==> src/sv/npsd_pkg.sv <==
// ----------------------------------------------------------------------------
// npsd_pkg: shared types and constants of the nearest point search
// Field widths, register indexes, the queue entry and the back-end states.
// ----------------------------------------------------------------------------
package npsd_pkg;

   localparam int COORD_W   = 24;           // signed Q15.8 coordinate
   localparam int DIFF_W    = 24;           // magnitude of a coordinate difference
   localparam int PROD_W    = 2 * DIFF_W;   // one squared difference
   localparam int SQ_W      = 50;           // squared distance
   localparam int ROOT_W    = 25;           // floor square root, Q.8
   localparam int INDEX_W   = 16;
   localparam int INDEX_MAX = 65535;
   localparam int CSR_IDX_W = 4;

   localparam int DEFAULT_MAX_POINTS = 65536;

   localparam int QUEUE_DEPTH = 2;
   localparam int QUEUE_PTR_W = $clog2(QUEUE_DEPTH);
   localparam int QUEUE_CNT_W = $clog2(QUEUE_DEPTH + 1);

   localparam int ROOT_STEPS  = ROOT_W;
   localparam int ROOT_STEP_W = $clog2(ROOT_STEPS);
   localparam int ROOT_REM_W  = ROOT_W + 3;

   localparam logic [CSR_IDX_W-1:0] CSR_QUERY_U = CSR_IDX_W'(0);
   localparam logic [CSR_IDX_W-1:0] CSR_QUERY_V = CSR_IDX_W'(1);

   // One classified point on its way from front to back end
   typedef struct packed {
      logic [DIFF_W-1:0]  du;
      logic [DIFF_W-1:0]  dv;
      logic [INDEX_W-1:0] index;
      logic               sat;
      logic               last;
   } npsd_entry_type;

   // Hand-off of a finished set to the root unit
   typedef struct packed {
      logic               go;
      logic [SQ_W-1:0]    square;
      logic [INDEX_W-1:0] index;
      logic               sat;
   } npsd_start_type;

   typedef enum logic [1:0] {
      S_IDLE,
      S_MUL_V,
      S_FIN
   } npsd_back_state_type;

endpackage

==> src/sv/npsd_if.sv <==
// ----------------------------------------------------------------------------
// npsd_if: channel interfaces of the nearest point search
// Request, response and register-write channels, each with valid/ready.
// ----------------------------------------------------------------------------
interface npsd_req_if import npsd_pkg::*; ();
   logic                      valid;
   logic                      ready;
   logic signed [COORD_W-1:0] point_u;
   logic signed [COORD_W-1:0] point_v;
   logic                      is_last;

   modport source (output valid, point_u, point_v, is_last, input ready);
   modport sink   (input valid, point_u, point_v, is_last, output ready);
endinterface

interface npsd_rsp_if import npsd_pkg::*; ();
   logic               valid;
   logic               ready;
   logic [ROOT_W-1:0]  min_distance;
   logic [INDEX_W-1:0] min_index;
   logic               index_saturated;

   modport source (output valid, min_distance, min_index, index_saturated, input ready);
   modport sink   (input valid, min_distance, min_index, index_saturated, output ready);
endinterface

interface npsd_csr_if import npsd_pkg::*; ();
   logic                 valid;
   logic                 ready;
   logic [CSR_IDX_W-1:0] index;
   logic [COORD_W-1:0]   data;

   modport source (output valid, index, data, input ready);
   modport sink   (input valid, index, data, output ready);
endinterface

==> src/sv/npsd_front.sv <==
// ----------------------------------------------------------------------------
// npsd_front: request intake and classification
// Holds the query point, forms coordinate difference magnitudes and assigns
// each point its position in the set, with saturation at the position cap.
// ----------------------------------------------------------------------------
module npsd_front import npsd_pkg::*; #(
   parameter int MAX_POINTS = DEFAULT_MAX_POINTS
) (
   input  logic           clock,
   input  logic           reset,
   npsd_req_if.sink       req,
   npsd_csr_if.sink       csr,
   output logic           push_valid,
   input  logic           push_ready,
   output npsd_entry_type push_data
);

   localparam int CAP = (MAX_POINTS - 1 > INDEX_MAX) ? INDEX_MAX : MAX_POINTS - 1;
   localparam logic [INDEX_W-1:0] CAP_VAL = INDEX_W'(CAP);

   function automatic logic [DIFF_W-1:0] abs_diff(input logic signed [COORD_W-1:0] a,
                                                  input logic signed [COORD_W-1:0] b);
      logic signed [COORD_W:0] d;
      d = {a[COORD_W-1], a} - {b[COORD_W-1], b};
      if (d[COORD_W]) begin
         d = -d;
      end
      return d[DIFF_W-1:0];
   endfunction

   logic signed [COORD_W-1:0] query_u_ff, query_u_in;
   logic signed [COORD_W-1:0] query_v_ff, query_v_in;
   logic [INDEX_W-1:0]        count_ff, count_in;
   logic                      cap_taken_ff, cap_taken_in;
   logic                      ovf_ff, ovf_in;
   logic                      accept;
   logic [INDEX_W-1:0]        pos;
   logic                      sat_now;

   assign csr.ready  = 1'b1;
   assign req.ready  = push_ready;
   assign push_valid = req.valid;
   assign accept     = req.valid && push_ready;

   always_comb begin
      query_u_in = query_u_ff;
      query_v_in = query_v_ff;
      if (csr.valid) begin
         if (csr.index == CSR_QUERY_U) begin
            query_u_in = csr.data;
         end
         if (csr.index == CSR_QUERY_V) begin
            query_v_in = csr.data;
         end
      end
   end

   always_comb begin
      count_in     = count_ff;
      cap_taken_in = cap_taken_ff;
      ovf_in       = ovf_ff;
      sat_now      = ovf_ff;
      pos          = count_ff;
      if (count_ff >= CAP_VAL) begin
         pos     = CAP_VAL;
         sat_now = ovf_ff || cap_taken_ff;
      end
      if (accept) begin
         if (req.is_last) begin
            // clear for the next set
            count_in     = '0;
            cap_taken_in = 1'b0;
            ovf_in       = 1'b0;
         end else if (count_ff >= CAP_VAL) begin
            cap_taken_in = 1'b1;
            ovf_in       = sat_now;
         end else begin
            count_in = count_ff + INDEX_W'(1);
         end
      end
   end

   always_comb begin
      push_data.du    = abs_diff(req.point_u, query_u_ff);
      push_data.dv    = abs_diff(req.point_v, query_v_ff);
      push_data.index = pos;
      push_data.sat   = sat_now;
      push_data.last  = req.is_last;
   end

   always_ff @(posedge clock) begin
      if (reset) begin
         query_u_ff   <= '0;
         query_v_ff   <= '0;
         count_ff     <= '0;
         cap_taken_ff <= 1'b0;
         ovf_ff       <= 1'b0;
      end else begin
         query_u_ff   <= query_u_in;
         query_v_ff   <= query_v_in;
         count_ff     <= count_in;
         cap_taken_ff <= cap_taken_in;
         ovf_ff       <= ovf_in;
      end
   end

endmodule

==> src/sv/npsd_queue.sv <==
// ----------------------------------------------------------------------------
// npsd_queue: short FIFO between front and back end
// Decouples request intake from the multiply and compare work.
// ----------------------------------------------------------------------------
module npsd_queue import npsd_pkg::*; (
   input  logic           clock,
   input  logic           reset,
   input  logic           push_valid,
   output logic           push_ready,
   input  npsd_entry_type push_data,
   output logic           pop_valid,
   input  logic           pop_ready,
   output npsd_entry_type pop_data
);

   npsd_entry_type             slot_ff [QUEUE_DEPTH];
   logic [QUEUE_PTR_W-1:0]     wr_ptr_ff, wr_ptr_in;
   logic [QUEUE_PTR_W-1:0]     rd_ptr_ff, rd_ptr_in;
   logic [QUEUE_CNT_W-1:0]     count_ff, count_in;
   logic                       push;
   logic                       pop;

   assign push_ready = (count_ff != QUEUE_CNT_W'(QUEUE_DEPTH));
   assign pop_valid  = (count_ff != '0);
   assign pop_data   = slot_ff[rd_ptr_ff];
   assign push       = push_valid && push_ready;
   assign pop        = pop_valid && pop_ready;

   function automatic logic [QUEUE_PTR_W-1:0] next_ptr(input logic [QUEUE_PTR_W-1:0] p);
      return (p == QUEUE_PTR_W'(QUEUE_DEPTH - 1)) ? '0 : p + QUEUE_PTR_W'(1);
   endfunction

   always_comb begin
      wr_ptr_in = push ? next_ptr(wr_ptr_ff) : wr_ptr_ff;
      rd_ptr_in = pop ? next_ptr(rd_ptr_ff) : rd_ptr_ff;
      count_in  = count_ff;
      if (push && !pop) begin
         count_in = count_ff + QUEUE_CNT_W'(1);
      end else if (pop && !push) begin
         count_in = count_ff - QUEUE_CNT_W'(1);
      end
   end

   always_ff @(posedge clock) begin
      if (push) begin
         slot_ff[wr_ptr_ff] <= push_data;
      end
   end

   always_ff @(posedge clock) begin
      if (reset) begin
         wr_ptr_ff <= '0;
         rd_ptr_ff <= '0;
         count_ff  <= '0;
      end else begin
         wr_ptr_ff <= wr_ptr_in;
         rd_ptr_ff <= rd_ptr_in;
         count_ff  <= count_in;
      end
   end

endmodule

==> src/sv/npsd_back.sv <==
// ----------------------------------------------------------------------------
// npsd_back: squared distance and running minimum
// One 24x24 multiplier squares du, then dv; the sum is compared against the
// best of the set. The last point of a set hands the best to the root unit.
// ----------------------------------------------------------------------------
module npsd_back import npsd_pkg::*; (
   input  logic           clock,
   input  logic           reset,
   input  logic           q_valid,
   output logic           q_ready,
   input  npsd_entry_type q_data,
   input  logic           root_ready,
   output npsd_start_type start
);

   npsd_back_state_type state_ff, state_in;
   logic [DIFF_W-1:0]   dv_ff, dv_in;
   logic [INDEX_W-1:0]  index_ff, index_in;
   logic                sat_ff, sat_in;
   logic                last_ff, last_in;
   logic [PROD_W-1:0]   prod_ff, prod_in;
   logic [PROD_W-1:0]   acc_ff, acc_in;
   logic [SQ_W-1:0]     best_ff, best_in;
   logic [INDEX_W-1:0]  best_index_ff, best_index_in;
   logic                pop;
   logic                finish;
   logic [DIFF_W-1:0]   mul_a;
   logic [SQ_W-1:0]     sum;
   logic                better;

   assign q_ready = pop;
   assign sum     = {{(SQ_W - PROD_W){1'b0}}, acc_ff} + {{(SQ_W - PROD_W){1'b0}}, prod_ff};
   assign better  = sum < best_ff;

   always_comb begin
      state_in      = state_ff;
      pop           = 1'b0;
      finish        = 1'b0;
      mul_a         = q_data.du;
      dv_in         = dv_ff;
      index_in      = index_ff;
      sat_in        = sat_ff;
      last_in       = last_ff;
      prod_in       = prod_ff;
      acc_in        = acc_ff;
      best_in       = best_ff;
      best_index_in = best_index_ff;
      start.go      = 1'b0;
      start.square  = better ? sum : best_ff;
      start.index   = better ? index_ff : best_index_ff;
      start.sat     = sat_ff;

      unique case (state_ff)
         S_IDLE: begin
            if (q_valid) begin
               pop      = 1'b1;
               state_in = S_MUL_V;
            end
         end
         S_MUL_V: begin
            mul_a    = dv_ff;
            acc_in   = prod_ff;
            state_in = S_FIN;
         end
         S_FIN: begin
            // hold the last point until the root unit is free
            if (!last_ff || root_ready) begin
               finish = 1'b1;
               if (q_valid) begin
                  pop      = 1'b1;
                  state_in = S_MUL_V;
               end else begin
                  state_in = S_IDLE;
               end
            end
         end
         default: begin
            state_in = S_IDLE;
         end
      endcase

      if (pop || state_ff == S_MUL_V) begin
         prod_in = PROD_W'(mul_a) * PROD_W'(mul_a);
      end

      if (pop) begin
         dv_in    = q_data.dv;
         index_in = q_data.index;
         sat_in   = q_data.sat;
         last_in  = q_data.last;
      end

      if (finish) begin
         if (last_ff) begin
            start.go      = 1'b1;
            best_in       = '1;
            best_index_in = '0;
         end else if (better) begin
            best_in       = sum;
            best_index_in = index_ff;
         end
      end
   end

   always_ff @(posedge clock) begin
      dv_ff    <= dv_in;
      index_ff <= index_in;
      sat_ff   <= sat_in;
      prod_ff  <= prod_in;
      acc_ff   <= acc_in;
   end

   always_ff @(posedge clock) begin
      if (reset) begin
         state_ff      <= S_IDLE;
         last_ff       <= 1'b0;
         best_ff       <= '1;
         best_index_ff <= '0;
      end else begin
         state_ff      <= state_in;
         last_ff       <= last_in;
         best_ff       <= best_in;
         best_index_ff <= best_index_in;
      end
   end

   a_start_when_free: assert property (@(posedge clock) disable iff (reset)
      start.go |-> root_ready)
      else $error("set handed to busy root unit");

   a_clear_after_set: assert property (@(posedge clock) disable iff (reset)
      (finish && last_ff) |=> (best_ff == '1 && best_index_ff == '0))
      else $error("best not cleared after last point");

   a_second_square: assert property (@(posedge clock) disable iff (reset)
      state_ff == S_MUL_V |=> state_ff == S_FIN)
      else $error("dv square not followed by compare");

endmodule

==> src/sv/npsd_root.sv <==
// ----------------------------------------------------------------------------
// npsd_root: floor square root and response register
// Digit-by-digit root, two radicand bits per cycle, then hold the response.
// ----------------------------------------------------------------------------
module npsd_root import npsd_pkg::*; (
   input  logic           clock,
   input  logic           reset,
   input  npsd_start_type start,
   output logic           root_ready,
   npsd_rsp_if.source     rsp
);

   logic                   busy_ff, busy_in;
   logic                   done_ff, done_in;
   logic [ROOT_STEP_W-1:0] step_ff, step_in;
   logic [SQ_W-1:0]        x_ff, x_in;
   logic [ROOT_REM_W-1:0]  rem_ff, rem_in;
   logic [ROOT_W-1:0]      root_ff, root_in;
   logic [INDEX_W-1:0]     index_ff, index_in;
   logic                   sat_ff, sat_in;
   logic [ROOT_REM_W-1:0]  rem_sh;
   logic [ROOT_REM_W-1:0]  trial;

   assign root_ready          = !busy_ff && !done_ff;
   assign rsp.valid           = done_ff;
   assign rsp.min_distance    = root_ff;
   assign rsp.min_index       = index_ff;
   assign rsp.index_saturated = sat_ff;

   assign rem_sh = {rem_ff[ROOT_REM_W-3:0], x_ff[SQ_W-1 -: 2]};
   assign trial  = {1'b0, root_ff, 2'b01};

   always_comb begin
      busy_in  = busy_ff;
      done_in  = done_ff;
      step_in  = step_ff;
      x_in     = x_ff;
      rem_in   = rem_ff;
      root_in  = root_ff;
      index_in = index_ff;
      sat_in   = sat_ff;
      if (start.go) begin
         busy_in  = 1'b1;
         step_in  = ROOT_STEP_W'(ROOT_STEPS - 1);
         x_in     = start.square;
         rem_in   = '0;
         root_in  = '0;
         index_in = start.index;
         sat_in   = start.sat;
      end else if (busy_ff) begin
         x_in = {x_ff[SQ_W-3:0], 2'b00};
         if (rem_sh >= trial) begin
            rem_in  = rem_sh - trial;
            root_in = {root_ff[ROOT_W-2:0], 1'b1};
         end else begin
            rem_in  = rem_sh;
            root_in = {root_ff[ROOT_W-2:0], 1'b0};
         end
         if (step_ff == '0) begin
            busy_in = 1'b0;
            done_in = 1'b1;
         end else begin
            step_in = step_ff - ROOT_STEP_W'(1);
         end
      end else if (done_ff && rsp.ready) begin
         done_in = 1'b0;
      end
   end

   always_ff @(posedge clock) begin
      step_ff  <= step_in;
      x_ff     <= x_in;
      rem_ff   <= rem_in;
      root_ff  <= root_in;
      index_ff <= index_in;
      sat_ff   <= sat_in;
   end

   always_ff @(posedge clock) begin
      if (reset) begin
         busy_ff <= 1'b0;
         done_ff <= 1'b0;
      end else begin
         busy_ff <= busy_in;
         done_ff <= done_in;
      end
   end

   a_busy_or_done: assert property (@(posedge clock) disable iff (reset)
      !(busy_ff && done_ff))
      else $error("root unit busy while holding a response");

   a_done_after_last_step: assert property (@(posedge clock) disable iff (reset)
      (busy_ff && step_ff == '0) |=> (done_ff && !busy_ff))
      else $error("root did not finish after last step");

endmodule

==> src/sv/nearest_point_search_2d_unit.sv <==
// Throughput: points share the one 24x24 multiplier that squares du, then dv; the next point
//   leaves the queue while the one before is compared. With the back end idle, a last point
//   is written to the queue, leaves it while du is squared, has dv squared, is compared and
//   handed off, then the digit-by-digit root runs its 25 steps (one bit a cycle) to the response.
// The root unit holds one response; a following set streams on and waits at its last point.
// Reset is synchronous, active high: query point zero, best distance all ones, queue empty.
// ----------------------------------------------------------------------------
// nearest_point_search_2d_unit: nearest point to a query in the plane
// Streams measured points, keeps the smallest squared Euclidean distance and
// its position, and reports the floor square root of that distance per set.
// ----------------------------------------------------------------------------
module nearest_point_search_2d_unit import npsd_pkg::*; #(
   parameter int MAX_POINTS = DEFAULT_MAX_POINTS
) (
   input  logic        clock,
   input  logic        reset,
   npsd_req_if.sink    req_bus,
   npsd_rsp_if.source  rsp_bus,
   npsd_csr_if.sink    csr_bus
);

   // front end to queue
   logic           push_valid;
   logic           push_ready;
   npsd_entry_type push_data;

   // queue to back end
   logic           q_valid;
   logic           q_ready;
   npsd_entry_type q_data;

   // back end to root unit
   logic           root_ready;
   npsd_start_type start;

   // Front: take requests and register writes, classify each point
   npsd_front #(
      .MAX_POINTS (MAX_POINTS)
   ) u_front (
      .clock      (clock),
      .reset      (reset),
      .req        (req_bus),
      .csr        (csr_bus),
      .push_valid (push_valid),
      .push_ready (push_ready),
      .push_data  (push_data)
   );

   // Queue: let intake run ahead while the multiplier works
   npsd_queue u_queue (
      .clock      (clock),
      .reset      (reset),
      .push_valid (push_valid),
      .push_ready (push_ready),
      .push_data  (push_data),
      .pop_valid  (q_valid),
      .pop_ready  (q_ready),
      .pop_data   (q_data)
   );

   // Back: square, sum and track the minimum
   npsd_back u_back (
      .clock      (clock),
      .reset      (reset),
      .q_valid    (q_valid),
      .q_ready    (q_ready),
      .q_data     (q_data),
      .root_ready (root_ready),
      .start      (start)
   );

   // Root: floor square root, then hold the response until taken
   npsd_root u_root (
      .clock      (clock),
      .reset      (reset),
      .start      (start),
      .root_ready (root_ready),
      .rsp        (rsp_bus)
   );

endmodule
==> src/flat_wrapper.sv <==
// flat-port wrapper written by rule: the top's interface ports become plain ports
module nearest_point_search_2d_unit_flat import npsd_pkg::*;
#(
   parameter int MAX_POINTS = DEFAULT_MAX_POINTS
)
  (clock, reset, req_bus_valid, req_bus_point_u, req_bus_point_v, req_bus_is_last, req_bus_ready, rsp_bus_valid, rsp_bus_min_distance, rsp_bus_min_index, rsp_bus_index_saturated, rsp_bus_ready, csr_bus_valid, csr_bus_index, csr_bus_data, csr_bus_ready);
  npsd_req_if req_bus_i ();
  npsd_rsp_if rsp_bus_i ();
  npsd_csr_if csr_bus_i ();
  input  logic clock;
  input  logic reset;
  input wire logic [$bits(req_bus_i.valid)-1:0] req_bus_valid;
  input wire logic [$bits(req_bus_i.point_u)-1:0] req_bus_point_u;
  input wire logic [$bits(req_bus_i.point_v)-1:0] req_bus_point_v;
  input wire logic [$bits(req_bus_i.is_last)-1:0] req_bus_is_last;
  output wire logic [$bits(req_bus_i.ready)-1:0] req_bus_ready;
  output wire logic [$bits(rsp_bus_i.valid)-1:0] rsp_bus_valid;
  output wire logic [$bits(rsp_bus_i.min_distance)-1:0] rsp_bus_min_distance;
  output wire logic [$bits(rsp_bus_i.min_index)-1:0] rsp_bus_min_index;
  output wire logic [$bits(rsp_bus_i.index_saturated)-1:0] rsp_bus_index_saturated;
  input wire logic [$bits(rsp_bus_i.ready)-1:0] rsp_bus_ready;
  input wire logic [$bits(csr_bus_i.valid)-1:0] csr_bus_valid;
  input wire logic [$bits(csr_bus_i.index)-1:0] csr_bus_index;
  input wire logic [$bits(csr_bus_i.data)-1:0] csr_bus_data;
  output wire logic [$bits(csr_bus_i.ready)-1:0] csr_bus_ready;
  assign req_bus_i.valid = req_bus_valid;
  assign req_bus_i.point_u = req_bus_point_u;
  assign req_bus_i.point_v = req_bus_point_v;
  assign req_bus_i.is_last = req_bus_is_last;
  assign req_bus_ready = req_bus_i.ready;
  assign rsp_bus_valid = rsp_bus_i.valid;
  assign rsp_bus_min_distance = rsp_bus_i.min_distance;
  assign rsp_bus_min_index = rsp_bus_i.min_index;
  assign rsp_bus_index_saturated = rsp_bus_i.index_saturated;
  assign rsp_bus_i.ready = rsp_bus_ready;
  assign csr_bus_i.valid = csr_bus_valid;
  assign csr_bus_i.index = csr_bus_index;
  assign csr_bus_i.data = csr_bus_data;
  assign csr_bus_ready = csr_bus_i.ready;
  nearest_point_search_2d_unit #(.MAX_POINTS(MAX_POINTS)) u_core (.clock(clock), .reset(reset), .req_bus(req_bus_i), .rsp_bus(rsp_bus_i), .csr_bus(csr_bus_i));
endmodule
==> config.mk <==
export PLATFORM = sky130hd
export DESIGN_NAME = nearest_point_search_2d_unit_flat
export DESIGN_NICKNAME = d
export VERILOG_FILES = /design/src/sv/npsd_pkg.sv /design/src/sv/npsd_if.sv /design/src/sv/npsd_front.sv /design/src/sv/npsd_queue.sv /design/src/sv/npsd_back.sv /design/src/sv/npsd_root.sv /design/src/sv/nearest_point_search_2d_unit.sv /design/src/flat_wrapper.sv
export SDC_FILE = /design/constraint.sdc
export NUM_CORES = 2
export LEC_CHECK = 0
export ABC_CLOCK_PERIOD_IN_PS = 10700
export BUFFER_PORTS_ARGS = -buffer_cell sky130_fd_sc_hd__clkbuf_2
export CELL_PAD_IN_SITES_DETAIL_PLACEMENT = 0
export CELL_PAD_IN_SITES_GLOBAL_PLACEMENT = 1
export CORE_MARGIN = 4
export CORE_UTILIZATION = 30
export CTS_CLUSTER_DIAMETER = 100
export DETAILED_ROUTE_END_ITERATION = 8
export GPL_TIMING_DRIVEN = 0
export PLACE_DENSITY_LB_ADDON = 0.1
export SYNTH_ARGS = -nofsm -noshare
export SYNTH_HDL_FRONTEND = slang
export SYNTH_SLANG_ARGS = --single-unit
export TNS_END_PERCENT = 20
==> constraint.sdc <==
create_clock -name clock -period 10.7 [get_ports clock]
set_input_delay 0.535 -clock clock [delete_from_list [all_inputs] [get_ports clock]]
set_output_delay 0.535 -clock clock [all_outputs]
set_load 0.005 [all_outputs]
==> qor.yml <==
synthesis:
  synthXorXnorAreaFrac_pct: 3.96
  synthAdderAreaFrac_pct: 29.7
  synth_top_area_share_pct: 22.9
  syn_nets: 5401
  synth_area_leaders: "edfxtp_1 (23%), fa_1 (20%), ha_1 (9.8%), dfxtp_1 (9.1%), inv_1 (6.7%)"
  syn_inst: 4540
  ys_seq_elements: 532
  synth_top_family_by_area: "adder cells"
  synth_edf_count: 334
  seq_area_frac_synth_pct: 32.0
  synth.area.mux_share_pct: 3.21
  synthFlopType: "edfxtp_1"
  yosys_warnings: 0
  synth_compound_area_share_pct: 11.6
  synth.avg_cell_area_um2: 9.64
  yosysTopAreaCell: "edfxtp_1"
  ys_types: 87
  syn_area_um2: 43700
  yosys.area_share.simple_pct: 11.2
  async_reset_ff_share_pct: 0
setup_path:
  cp_slowest_stage_delay_ps: 1030
  critPathCaptureType: "flip-flop"
  critical_path_class: "flip-flop to flip-flop"
  cpLargestDelayFamily: "adder cells"
  crit_buf_inv: 9
  crit_fanout: 10
  crit_arrival_ps: 10640
  slowest_stage: "a21oi_1"
  worstSetupStartpointType: "flip-flop"
  cp_common_cell: "fa_1"
  cp.required_ps: 11070
cells_and_area:
  multi_input_comb_area_um2: 26300
  design_area_um2: 49300
  fillers: 14800
  nets: 5603
  layout-drive-gt1-share_pct: 8.07
  area_growth_pct: 12.7
  seqCellArea_um2: 14000
floorplan:
  dieWidth_um: 390
  io_pins: 127
  start_util_pct: 30.3
  die_h_um: 390
  num_rows: 139
  fp.dieArea_um2: 152000
  coreArea_um2: 144000
clocking:
  cts_tree: "done"
  ctsHoldBuffers: 0
  h-tree-depth: 3
  cts_buffers: 70
  cts_root_buf: "clkbuf_16"
  clock_latency_ps: 640
  cts_buffer_depth: 3
  clkSinkCount: 532
  clk_pin_slew_ps: 60
place:
  place_area_um2: 47000
  gp_congestion: 0.845
  hpwl_um: 102000
  port_buffers: 124
outcome:
  status: "finished with violations"
  violations: "capacitance limit, slew limit"
sta:
  slew_violations: 11
  hold_viol: 0
  tightest_slew_ps: 1510
  max_freq_mhz: 97.4
  hold_ws_ps: 137
  finalClockSkew_ps: 37.4
  slew_headroom_pct: -0.758
  fin_crit_ps: 10270
  setup_viol: 0
  rsz0062_at_grt: "false"
  fin_crit_sh_pct: 95.9
drt:
  drcViolationCount: 0
  via_count: 30900
  drt_iter0_drc: 1384
  dr.pass1.iters: 7
  vias_per_cell: 4.62
  totalWireLength_um: 127000
  wire_per_inst_um: 18.9
  drt.antenna.violating_nets: 0
grt:
  grt_pass1_vias: 33000
  grt_first_pass_wirelength_um: 198000
  grt_antenna_before_repair: 2
  grt_max_degree: 53
  grtUsageTotal_pct: 16.9
  grt-ovfl-total: 0
run:
  maxCapViolations: 1
hold_path:
  hold_class: "primary input to flip-flop"
## timing repair
action                     CTS  global route
gates resized for setup     43            11
setup buffers                0             0
hold endpoints to repair     0             0
gates cloned                 0             0
setup endpoints to repair   12             2
## layout by cell type, fill, tap and decap left out, drive strengths merged, types with 23 or more instances in the layout
cell / Yosys / layout
nor2b: 23 / 23
mux2i: 73 / 73
a211oi: 24 / 24
a21o: 110 / 110
xnor2: 135 / 135
nand2: 479 / 479
o21a: 28 / 28
fa: 435 / 435
clkinv: 9 / 30
xor2: 63 / 63
nand3: 46 / 46
a21oi: 254 / 254
nor3: 29 / 29
buf: 23 / 28
ha: 344 / 344
o21ai: 160 / 160
dfxtp: 198 / 198
inv: 777 / 781
nand4: 34 / 34
o211ai: 53 / 53
nor2: 418 / 418
and3: 25 / 25
mux2: 60 / 60
clkbuf: 147 / 366
edfxtp: 334 / 334
## cell families after synthesis
logic type	Yosys count
xor+xnor	198
fa+ha+maj	779
simple gates	1143
buf+inv	956
flops	532
compound gates	798
mux	133
other cells	1
## stage by stage
stage | util (%) | cells | setup WS (ps) | setup TNS [ps]
global route | 34.2 | 6701 | 3.61 | 0
CTS | 34.2 | 6702 | 1.63 | 0
finish | 34.2 | 6702 | 435 | 0
global placement | 32.4 | 6567 | -2470 | -36650
floorplan | - | 4540 | 1210 | 0
detailed placement | 32.6 | 6576 | -932 | -3250
## path summary, 6_finish.rpt
kind / from / endpoint / slack [ps] / cells after the start
max reg2reg: u_core.u_back.state_ff[0] / u_core.u_back.prod_ff[45] / 430 / 32
min: csr_bus_data[20] / u_core.u_front.query_u_ff[20] / 140 / 3
min reg2reg: u_core.u_back.sat_ff / u_core.u_root.rsp.index_saturated / 460 / 0
max: u_core.u_back.state_ff[0] / u_core.u_back.prod_ff[45] / 430 / 32
## Yosys cell counts, types with 11 or more instances
cell type and n:
a211oi_1 23, a21o_1 110, a21oi_1 254, a22oi_1 19, a31o_2 12, a31oi_1 18, and2_1 11, and3_1 25
buf_1 16, clkbuf_1 147, dfxtp_1 198, edfxtp_1 334, fa_1 435, ha_1 344, inv_1 776, mux2_2 60
mux2i_1 73, nand2_1 479, nand2b_1 21, nand3_1 46, nand4_1 34, nor2_1 418, nor2b_1 23, nor3_1 29
o211ai_1 53, o21a_1 28, o21ai_0 157, o21bai_1 12, o22ai_1 13, o31ai_1 13, or3_1 16, xnor2_1 135
xor2_1 63
## metal layers
metal / track usage, % / vias to the layer above / part of all wire (%)
li1: - / 15400 / -
met1: 23.9 / 15000 / 49
met2: 27.2 / 416 / 45
met3: 2.42 / 111 / 3.1
met4: 4.05 / 2 / 2.2
met5: 0 / - / 0.016
## state kept, by name, summed over array words and instances, names as in the netlist, 2 cells and up, named ones only
name / count
u_core.u_queue.count_ff: 2
u_core.u_root.rsp.min_distance: 25
u_core.u_back.dv_ff: 24
u_core.u_root.rem_ff: 26
u_core.u_queue.slot_ff: 132
u_core.u_root.rsp.min_index: 16
u_core.u_back.state_ff: 2
u_core.u_back.prod_ff: 47
u_core.u_front.query_v_ff: 24
u_core.u_root.step_ff: 5
u_core.u_back.acc_ff: 47
u_core.u_root.x_ff: 50
u_core.u_front.count_ff: 16
u_core.u_back.best_ff: 50
u_core.u_back.best_index_ff: 16
u_core.u_front.query_u_ff: 24
u_core.u_back.index_ff: 16
## cell type report
| type | instances | share of cell area [%] |
|---|---|---|
| clock buffers | 98 | 3.96 |
| well taps | 1903 | 4.83 |
| plain buffers | 167 | 1.43 |
| inverters | 786 | 6.01 |
| multi-input cells | 3052 | 53.2 |
| diodes | 1 | 0.00507 |
| repair buffers | 133 | 1.66 |
| clock inverters | 30 | 0.500 |
| flip-flops and latches | 532 | 28.4 |
## tightest hold or removal path, cell delays in order
cell,delay (ps)
clkbuf_2,90
nand2_1,60
a21oi_1,50
Power is left out: the tool's default activity adds up to more than one toggle a clock period on the data nets, which glitch-free logic cannot reach.
